## config.mk

```make
export PLATFORM = sky130hd
export DESIGN_NAME = heading_path_run_length_encoder
export DESIGN_NICKNAME = d
export VERILOG_FILES = /design/src/hdl/hprle_pkg.sv /design/src/hdl/heading_path_run_length_encoder.sv
export SDC_FILE = /design/constraint.sdc
export NUM_CORES = 1
export LEC_CHECK = 0
export BUFFER_PORTS_ARGS = -buffer_cell sky130_fd_sc_hd__buf_2
export CORE_ASPECT_RATIO = 0.6
export CORE_MARGIN = 10
export CORE_UTILIZATION = 35
export DETAILED_ROUTE_END_ITERATION = 8
export PLACE_DENSITY = 0.52
export SETUP_SLACK_MARGIN = 0.02
export SYNTH_ARGS = -nofsm -noshare
export SYNTH_HDL_FRONTEND = slang
export SYNTH_SLANG_ARGS = --single-unit
```

## constraint.sdc

```tcl
create_clock -name clk_i -period 6.3 [get_ports clk_i]
set_clock_uncertainty 0.1 [all_clocks]
set_input_delay 0.945 -clock clk_i [delete_from_list [all_inputs] [get_ports clk_i]]
set_output_delay 0.945 -clock clk_i [all_outputs]
set_load 0.05 [all_outputs]
```

## src/hdl/hprle_pkg.sv

```systemverilog
// Shared constants, codes and result record type for the heading path run-length encoder.
package hprle_pkg;

  localparam int unsigned MaxMoves     = 64;
  localparam int unsigned MaxPathCells = 255;
  localparam int unsigned MaxResults   = 4;

  localparam int unsigned HeadingW = 3;
  localparam int unsigned HeadW    = 2;
  localparam int unsigned KindW    = 3;
  localparam int unsigned CellW    = 8;
  localparam int unsigned SpeedW   = 16;
  localparam int unsigned IdxW     = 6;
  localparam int unsigned StatusW  = 2;
  localparam int unsigned TurnsW   = 7;
  localparam int unsigned MovesW   = $clog2(MaxMoves + 1);
  localparam int unsigned CntW     = $clog2(MaxResults + 1);
  localparam int unsigned SlotW    = $clog2(MaxResults);
  localparam int unsigned CfgIdxW  = 1;
  localparam int unsigned CfgDataW = 16;

  localparam logic [SpeedW-1:0] RunSpeedReset = SpeedW'(750);
  localparam logic [HeadW-1:0]  StartHeadReset = '0;

  typedef enum logic [KindW-1:0] {
    KindFwd   = 3'd0,
    KindRight = 3'd1,
    KindLeft  = 3'd2,
    KindUturn = 3'd3,
    KindDone  = 3'd4
  } move_kind_e;

  typedef enum logic [StatusW-1:0] {
    StatusOk       = 2'd0,
    StatusOverflow = 2'd1,
    StatusMismatch = 2'd2
  } status_e;

  typedef enum logic [CfgIdxW-1:0] {
    CfgRunSpeed     = 1'b0,
    CfgStartHeading = 1'b1
  } cfg_idx_e;

  typedef struct packed {
    move_kind_e        kind;
    logic [CellW-1:0]  cells;
    logic [SpeedW-1:0] speed;
    logic [IdxW-1:0]   idx;
    status_e           status;
    logic [TurnsW-1:0] turns;
  } move_t;

endpackage

```

## src/hdl/heading_path_run_length_encoder.sv

```systemverilog
// Top level of the heading path run-length encoder: path state, result buffer, output register.
//
// Takes one cell heading per transfer and emits motion commands: FORWARD(n) for a straight run,
// RIGHT, LEFT or UTURN on a change of heading, and DONE (with status and turn total) at the end
// of a path. An input transfer is taken in any cycle in which the four-entry result buffer is
// empty or hands its last entry to the output register; all of the item's work (run update,
// command list, move store overflow check, cell total check) happens in the accepting cycle and
// lands in that buffer. The output register takes one command per cycle while the output is not
// stalled, so the next item is taken once the buffer is down to its last entry. The first command
// of an item passes from the result buffer into the output register before it leaves the block.
// Items that give no command (straight headings, invalid headings, items of a failed path) leave
// the buffer empty. last_result_o marks the final command of each item. Configuration writes take
// effect at once; write them only while the block is idle. A new start heading applies from the
// next first-marked item, or from the item after the next path close.
module heading_path_run_length_encoder (
  input  logic                              clk_i,
  input  logic                              rst_ni,
  // configuration write port
  input  logic                              cfg_we_i,
  input  logic [hprle_pkg::CfgIdxW-1:0]     cfg_index_i,
  input  logic [hprle_pkg::CfgDataW-1:0]    cfg_data_i,
  // input channel
  input  logic                              in_valid_i,
  output logic                              in_stall_o,
  input  logic [hprle_pkg::HeadingW-1:0]    heading_i,
  input  logic                              first_of_path_i,
  input  logic                              last_of_path_i,
  // output channel
  output logic                              out_valid_o,
  input  logic                              out_stall_i,
  output logic [hprle_pkg::KindW-1:0]       move_kind_o,
  output logic [hprle_pkg::CellW-1:0]       cell_count_o,
  output logic [hprle_pkg::SpeedW-1:0]      speed_o,
  output logic [hprle_pkg::IdxW-1:0]        move_index_o,
  output logic [hprle_pkg::StatusW-1:0]     status_o,
  output logic [hprle_pkg::TurnsW-1:0]      turn_total_o,
  output logic                              last_result_o
);
  import hprle_pkg::*;

  // Configuration registers
  logic [SpeedW-1:0] run_speed_q;
  logic [HeadW-1:0]  start_head_q;

  // Path state
  logic [HeadW-1:0]  head_q,   head_d;
  logic [CellW-1:0]  run_q,    run_d;
  logic [MovesW-1:0] moves_q,  moves_d;
  logic [CellW-1:0]  cells_q,  cells_d;
  logic [CellW-1:0]  items_q,  items_d;
  logic [TurnsW-1:0] turns_q,  turns_d;
  logic              failed_q, failed_d;

  // Result buffer (head entry at slot 0) and output register
  move_t             pend_q   [MaxResults];
  move_t             pend_d   [MaxResults];
  logic [CntW-1:0]   pend_cnt_q, pend_cnt_d;
  move_t             out_q,   out_d;
  logic              out_valid_q, out_valid_d;
  logic              out_last_q,  out_last_d;

  // Per-item command list
  move_t             list     [MaxResults];
  logic [CntW-1:0]   list_cnt;

  logic              in_xfer;
  logic              out_free;
  logic              pop;

  // Effective state after an optional path start
  logic [HeadW-1:0]  e_head;
  logic [CellW-1:0]  e_run;
  logic [MovesW-1:0] e_moves;
  logic [CellW-1:0]  e_cells;
  logic [CellW-1:0]  e_items;
  logic [TurnsW-1:0] e_turns;
  logic              e_failed;

  logic              head_ok;
  logic [HeadW-1:0]  new_head;
  logic              change;
  logic [HeadW-1:0]  diff;
  move_kind_e        turn_kind;
  logic [CellW-1:0]  run_mid;
  logic [CellW-1:0]  cells_fin;
  logic [CellW-1:0]  items_nx;
  status_e           done_status;
  logic              cand_en  [MaxResults];
  move_t             cand     [MaxResults];
  logic [MovesW-1:0] m;
  logic [TurnsW-1:0] t;
  logic              fail;

  assign out_free   = !out_valid_q || !out_stall_i;
  assign pop        = out_free && (pend_cnt_q != '0);
  assign in_stall_o = !((pend_cnt_q == '0) ||
                        ((pend_cnt_q == CntW'(1)) && out_free));
  assign in_xfer    = in_valid_i && !in_stall_o;

  // Build the command list for the offered item and the path state it leaves.
  always_comb begin
    if (first_of_path_i) begin
      e_head   = start_head_q;
      e_run    = '0;
      e_moves  = '0;
      e_cells  = '0;
      e_items  = '0;
      e_turns  = '0;
      e_failed = 1'b0;
    end else begin
      e_head   = head_q;
      e_run    = run_q;
      e_moves  = moves_q;
      e_cells  = cells_q;
      e_items  = items_q;
      e_turns  = turns_q;
      e_failed = failed_q;
    end

    head_ok  = !heading_i[HeadingW-1];
    new_head = heading_i[HeadW-1:0];
    change   = head_ok && (new_head != e_head);
    diff     = new_head - e_head;
    unique case (diff)
      2'd1:    turn_kind = KindRight;
      2'd3:    turn_kind = KindLeft;
      default: turn_kind = KindUturn;
    endcase

    if (change) begin
      run_mid = CellW'(1);
    end else if (head_ok) begin
      run_mid = e_run + CellW'(1);
    end else begin
      run_mid = e_run;
    end

    for (int k = 0; k < MaxResults; k++) begin
      cand[k] = '0;
    end
    cand_en[0]     = change && (e_run != '0);
    cand[0].kind   = KindFwd;
    cand[0].cells  = e_run;
    cand[0].speed  = run_speed_q;
    cand_en[1]     = change;
    cand[1].kind   = turn_kind;
    cand_en[2]     = last_of_path_i && (run_mid != '0);
    cand[2].kind   = KindFwd;
    cand[2].cells  = run_mid;
    cand[2].speed  = run_speed_q;
    cand_en[3]     = last_of_path_i;
    cand[3].kind   = KindDone;

    cells_fin   = e_cells + (cand_en[0] ? e_run : '0) + (cand_en[2] ? run_mid : '0);
    items_nx    = e_items + CellW'(1);
    done_status = (cells_fin != items_nx) ? StatusMismatch : StatusOk;
    cand[3].status = done_status;

    for (int k = 0; k < MaxResults; k++) begin
      list[k] = '0;
    end
    list_cnt = '0;
    m        = e_moves;
    t        = e_turns;
    fail     = 1'b0;

    if (!e_failed) begin
      if (e_items >= CellW'(MaxPathCells)) begin
        // Too many items: report overflow and drop the item.
        list[0].kind   = KindDone;
        list[0].idx    = e_moves[IdxW-1:0];
        list[0].status = StatusOverflow;
        list[0].turns  = e_turns;
        list_cnt       = CntW'(1);
        fail           = 1'b1;
      end else begin
        // Walk the candidates in order; a full move store ends the item.
        for (int k = 0; k < MaxResults; k++) begin
          if (cand_en[k] && !fail) begin
            if (m >= MovesW'(MaxMoves)) begin
              list[list_cnt[SlotW-1:0]].kind   = KindDone;
              list[list_cnt[SlotW-1:0]].cells  = '0;
              list[list_cnt[SlotW-1:0]].speed  = '0;
              list[list_cnt[SlotW-1:0]].idx    = m[IdxW-1:0];
              list[list_cnt[SlotW-1:0]].status = StatusOverflow;
              list[list_cnt[SlotW-1:0]].turns  = t;
              fail = 1'b1;
            end else begin
              list[list_cnt[SlotW-1:0]]       = cand[k];
              list[list_cnt[SlotW-1:0]].idx   = m[IdxW-1:0];
              list[list_cnt[SlotW-1:0]].turns = (k == MaxResults - 1) ? t : '0;
              m = m + MovesW'(1);
              if (k == 1) begin
                t = t + TurnsW'(1);
              end
            end
            list_cnt = list_cnt + CntW'(1);
          end
        end
      end
    end

    // Next path state; after a failure only the failed flag matters.
    head_d   = e_head;
    run_d    = e_run;
    moves_d  = e_moves;
    cells_d  = e_cells;
    items_d  = e_items;
    turns_d  = e_turns;
    failed_d = e_failed;
    if (!e_failed) begin
      if (fail) begin
        failed_d = 1'b1;
      end else if (last_of_path_i) begin
        head_d  = start_head_q;
        run_d   = '0;
        moves_d = '0;
        cells_d = '0;
        items_d = '0;
        turns_d = '0;
      end else begin
        head_d  = change ? new_head : e_head;
        run_d   = run_mid;
        moves_d = m;
        cells_d = cells_fin;
        items_d = items_nx;
        turns_d = t;
      end
    end
  end

  // Result buffer: load a fresh list on a transfer, else advance one entry per pop.
  always_comb begin
    pend_d     = pend_q;
    pend_cnt_d = pend_cnt_q;
    if (in_xfer) begin
      pend_d     = list;
      pend_cnt_d = list_cnt;
    end else if (pop) begin
      for (int i = 0; i < MaxResults - 1; i++) begin
        pend_d[i] = pend_q[i+1];
      end
      pend_cnt_d = pend_cnt_q - CntW'(1);
    end
  end

  // Output register: take the head entry whenever the register is free.
  always_comb begin
    out_d       = out_q;
    out_last_d  = out_last_q;
    out_valid_d = out_valid_q;
    if (pop) begin
      out_d       = pend_q[0];
      out_last_d  = (pend_cnt_q == CntW'(1));
      out_valid_d = 1'b1;
    end else if (out_free) begin
      out_valid_d = 1'b0;
    end
  end

  always_ff @(posedge clk_i or negedge rst_ni) begin
    if (!rst_ni) begin
      run_speed_q  <= RunSpeedReset;
      start_head_q <= StartHeadReset;
      head_q       <= StartHeadReset;
      run_q        <= '0;
      moves_q      <= '0;
      cells_q      <= '0;
      items_q      <= '0;
      turns_q      <= '0;
      failed_q     <= 1'b0;
      pend_cnt_q   <= '0;
      out_valid_q  <= 1'b0;
    end else begin
      if (cfg_we_i) begin
        unique case (cfg_idx_e'(cfg_index_i))
          CfgRunSpeed:     run_speed_q  <= cfg_data_i[SpeedW-1:0];
          CfgStartHeading: start_head_q <= cfg_data_i[HeadW-1:0];
          default:         ;
        endcase
      end
      if (in_xfer) begin
        head_q   <= head_d;
        run_q    <= run_d;
        moves_q  <= moves_d;
        cells_q  <= cells_d;
        items_q  <= items_d;
        turns_q  <= turns_d;
        failed_q <= failed_d;
      end
      pend_cnt_q  <= pend_cnt_d;
      out_valid_q <= out_valid_d;
    end
  end

  always_ff @(posedge clk_i) begin
    pend_q     <= pend_d;
    out_q      <= out_d;
    out_last_q <= out_last_d;
  end

  assign out_valid_o   = out_valid_q;
  assign move_kind_o   = out_q.kind;
  assign cell_count_o  = out_q.cells;
  assign speed_o       = out_q.speed;
  assign move_index_o  = out_q.idx;
  assign status_o      = out_q.status;
  assign turn_total_o  = out_q.turns;
  assign last_result_o = out_last_q;

  // Buffer never holds more than one item's worth of commands.
  assert property (@(posedge clk_i) disable iff (!rst_ni)
    pend_cnt_q <= CntW'(MaxResults))
    else $error("result buffer count out of range");

  // Move store count never passes its limit, and turns are a subset of moves.
  assert property (@(posedge clk_i) disable iff (!rst_ni)
    (moves_q <= MovesW'(MaxMoves)) && (TurnsW'(turns_q) <= TurnsW'(moves_q)))
    else $error("move or turn count out of range");

  // Only DONE carries a status; only FORWARD carries cells and speed.
  assert property (@(posedge clk_i) disable iff (!rst_ni)
    (out_valid_q && (out_q.kind != KindDone)) |-> (out_q.status == StatusOk))
    else $error("status on a non-done command");

  assert property (@(posedge clk_i) disable iff (!rst_ni)
    (out_valid_q && (out_q.kind != KindFwd)) |-> ((out_q.cells == '0) && (out_q.speed == '0)))
    else $error("cells or speed on a non-forward command");

  // An accepted item on a failed path without a path start adds no commands.
  assert property (@(posedge clk_i) disable iff (!rst_ni)
    (in_xfer && failed_q && !first_of_path_i) |=> (pend_cnt_q == '0))
    else $error("failed path produced a command");

endmodule

```

==> impl_metrics.json <==
{
  "start_kind": "input pin",
  "busiest_layer": "met1",
  "p_per_area_mw_per_mm2": 446,
  "reg2reg_slack_ns": 0.80,
  "num_rows": 55,
  "grt_pass1_vias": 9409,
  "p_leak_nw": 6.18,
  "wire_per_inst_um": 22.1,
  "io_buffers": 71,
  "critical_path_peak_fanout": 4,
  "cp_cell_sequence": "buf_2 -> mux2_2 -> ha_1 -> and2_1 -> mux2_4 -> a41o_1 -> nand3_2 -> nand3_1 -> fa_1 -> inv_1 -> ha_1 -> fa_1 -> a21o_1 -> a21oi_1 -> o21bai_1 -> a21oi_1 -> xnor2_1 -> xnor3_1 -> xor2_1 -> nor3_2 -> nor3_1 -> a22o_1",
  "grt_pass1_wl_um": 60700,
  "syn_to_final_growth_pct": 16.2,
  "die-width_um": 275,
  "worst-path-stages": 22,
  "viasPerCell": 5.47,
  "tns_ns": 0,
  "drc": 0,
  "vias": 9756,
  "met2_usage_pct": 21.6,
  "cts_made_buffers": 26,
  "criticalPathCategory": "input pin to flip-flop",
  "worstReg2RegEnd": "pend_q[92]",
  "layout-drive-gt1-share_pct": 19.4,
  "crit_slowest_cell": "fa_1",
  "antenna_cells": 0,
  "drtAntennaViolNets": 0,
  "globalplace.congestion": 0.909,
  "placed_cell_area_mm2": 0.0149,
  "cts_tree": "yes",
  "fin_area_mm2": 0.0158,
  "hold_violations": 0,
  "grt_max_degree": 77,
  "arrival_ns": 5.81,
  "postCtsHoldBufs": 0,
  "cts_buffer_depth": 3,
  "cp.required_ns": 6.52,
  "ys_warn_count": 0,
  "finalCriticalPeriod_ns": 5.59,
  "final-setup-viol-count": 0,
  "async_reset_ff_share_pct": 23.3,
  "start_util_pct": 35.7,
  "synth_edf_count": 207,
  "reg2reg_from": "start_head_q[0]",
  "critical_path.max_stage_delay_ns": 0.58,
  "numClockSinks": 270,
  "use_met3_pct": 3.64,
  "antenna_found_initial": 1,
  "finalMaxSlewViolations": 0,
  "fin_cells": 1782,
  "nets": 1307,
  "post_cts_buffers": 0,
  "cp-endpoint": "pend_q[92]",
  "critPathBufInv": 2,
  "gr-usage-met1_pct": 26.4,
  "die_h_um": 173,
  "startpoint": "first_of_path_i",
  "dpl.cell_count": 1734,
  "dr.pass1.iters": 5,
  "syn_area_per_cell_um2": 11.9,
  "die_area_mm2": 0.0474,
  "grt_overflow_total": 0,
  "ys_ff_latch": 270,
  "synthCells": 1146,
  "status": "finished clean",
  "hp-class": "flip-flop to flip-flop",
  "syn_nets": 1204,
  "slew_headroom_pct": 21.1,
  "drt_iter0_markers": 955,
  "cts.clk_slew.worst_paths_ns": 0.07,
  "hp-start": "pend_q[141]",
  "timing.final.crit_share_pct": 88.7,
  "ys_seq_area_share_pct": 57.4,
  "cp_top_family": "adder cells",
  "track_usage_pct": 16.3,
  "cts_root_buf": "clkbuf_16",
  "max_cap_violations": 0,
  "max_freq_ghz": 0.179,
  "cts_resized": 0,
  "num_io_pins": 72,
  "layout_setup_ws_ns": 0.709,
  "ir_worst_vdd_v": 0.000193,
  "synthDistinctLibCells": 87,
  "rr_worst_depth": 21,
  "ys.flop_type": "edfxtp_1",
  "htreeDepth": 1,
  "end_kind": "flip-flop",
  "postRouteWirelength_um": 39400,
  "grt_setup_unrepaired": "no",
  "clk_latency_ns": 0.56,
  "tightest_slew_ns": 1.17,
  "dp_hpwl_um": 26800,
  "coreArea_mm2": 0.0381,
  "synth_area_mm2": 0.0136,
  "total_power_w": 0.00705,
  "pre_cts_ws_ns": 0.123
}
## stage by stage
step           hold slack, ns  utilization (%)
2_1_floorplan           0.300                -
3_3_place_gp            0.301             39.2
3_5_place_dp            0.305             39.2
4_1_cts                 0.312             41.5
5_1_grt                 0.320             41.5
6_report                0.317             41.5
## synth_stat cells, types with 5 or more instances
master,instances,area (um^2)
a21o_1,5,37.5
a21oi_1,42,210
a22o_1,99,867
a22oi_1,12,90.1
and2_1,32,200
and3_1,14,87.6
buf_2,18,90.1
buf_4,8,60.1
clkbuf_1,38,143
dfrtp_1,56,1400
dfstp_2,7,184
edfxtp_1,207,6220
fa_1,8,160
ha_1,23,288
inv_1,35,131
mux2_2,22,248
mux2i_1,9,90.1
nand2_1,115,432
nand3_1,26,130
nand4_1,7,43.8
nand4b_1,5,43.8
nor2_1,67,251
nor2b_1,25,156
nor3_1,22,110
nor4_1,7,43.8
o21a_1,6,45.0
o21ai_0,56,280
o21ai_1,7,35.0
o22ai_1,9,56.3
o31ai_1,5,37.5
or2_2,5,31.3
or3_1,5,31.3
xnor2_1,35,307
xor2_1,18,158
## sequential cells by signal (all words and copies together), names as in the netlist, 3 cells and up
| name | cells |
|---|---|
| items_q | 8 |
| pend_q | 164 |
| pend_cnt_q | 3 |
| moves_q | 7 |
| move_index_o | 6 |
| run_q | 8 |
| move_kind_o | 3 |
| cells_q | 8 |
| turns_q | 7 |
| speed_o | 16 |
| run_speed_q | 16 |
| turn_total_o | 7 |
| cell_count_o | 8 |
## cell families after synthesis
logic type | after synthesis | share of synthesized area, %
compound gates | 295 | 16.0
xor+xnor | 56 | 3.82
fa+ha+maj | 31 | 3.29
buf+inv | 103 | 3.28
flops | 270 | 57.4
mux | 34 | 2.80
simple gates | 357 | 13.5
## layout make-up
type	instances	area [um^2]
Tap cell	513	642
Sequential cell	270	7800
Multi-Input combinational cell	773	5390
Timing Repair Buffer	141	931
Inverter	37	139
Fill cell	3641	22300
Clock buffer	36	728
Clock inverter	12	174
## where the power goes
part           leakage, nW  internal (W)  switching, W
combinational         2.90      0.000673       0.00157
clock                0.435      0.000974      0.000703
sequential            2.84       0.00289      0.000237
## worst register-to-register path: cells and delay by family (launching register included)
family                     cells  cell delay, ns
and+or+nand+nor                5            0.76
DFF                            1            0.46
adders and majority gates      4            1.57
buffers and inverters          1            0.05
muxes                          2            0.62
xor gates and xnor gates       3            0.59
AOI/OAI and AO/OA              6            1.10
## per-layer routing
metal  share of wire [%]  vias to the layer above
met1                  52                     4885
li1                    -                     4508
met3                 7.0                       45
met2                  40                      318
met4                 1.5                        0
met5                   0                        -
## how the worst min path moves through the flow
stage	endpoint	slack, ns	cells after the start
2_1_floorplan	cell_count_o[0]	0.30	0
3_3_place_gp	turn_total_o[6]	0.30	0
3_5_place_dp	move_index_o[2]	0.30	0
4_1_cts	speed_o[0]	0.31	0
5_1_grt	move_kind_o[1]	0.32	0
6_report	speed_o[0]	0.32	0
## layout by cell type, fill, tap and decap left out, drive strengths merged, types with 6 or more instances in the layout
master  synthesis  routed
a21oi          43      43
a22o           99      99
a22oi          12      12
and2           32      32
and3           14      14
buf            28     141
clkbuf         38      36
clkinv          1       7
dfrtp          56      56
dfstp           7       7
edfxtp        207     207
fa              8       8
ha             23      23
inv            36      36
mux2           23      23
mux2i          11      11
nand2         119     119
nand3          26      26
nand4           8       8
nor2           68      68
nor2b          25      25
nor3           24      24
nor4           11      11
o21a            6       6
o21ai          63      63
o22ai           9       9
or2             6       6
xnor2          36      36
xor2           19      19
(Power assumes the default switching activity.)
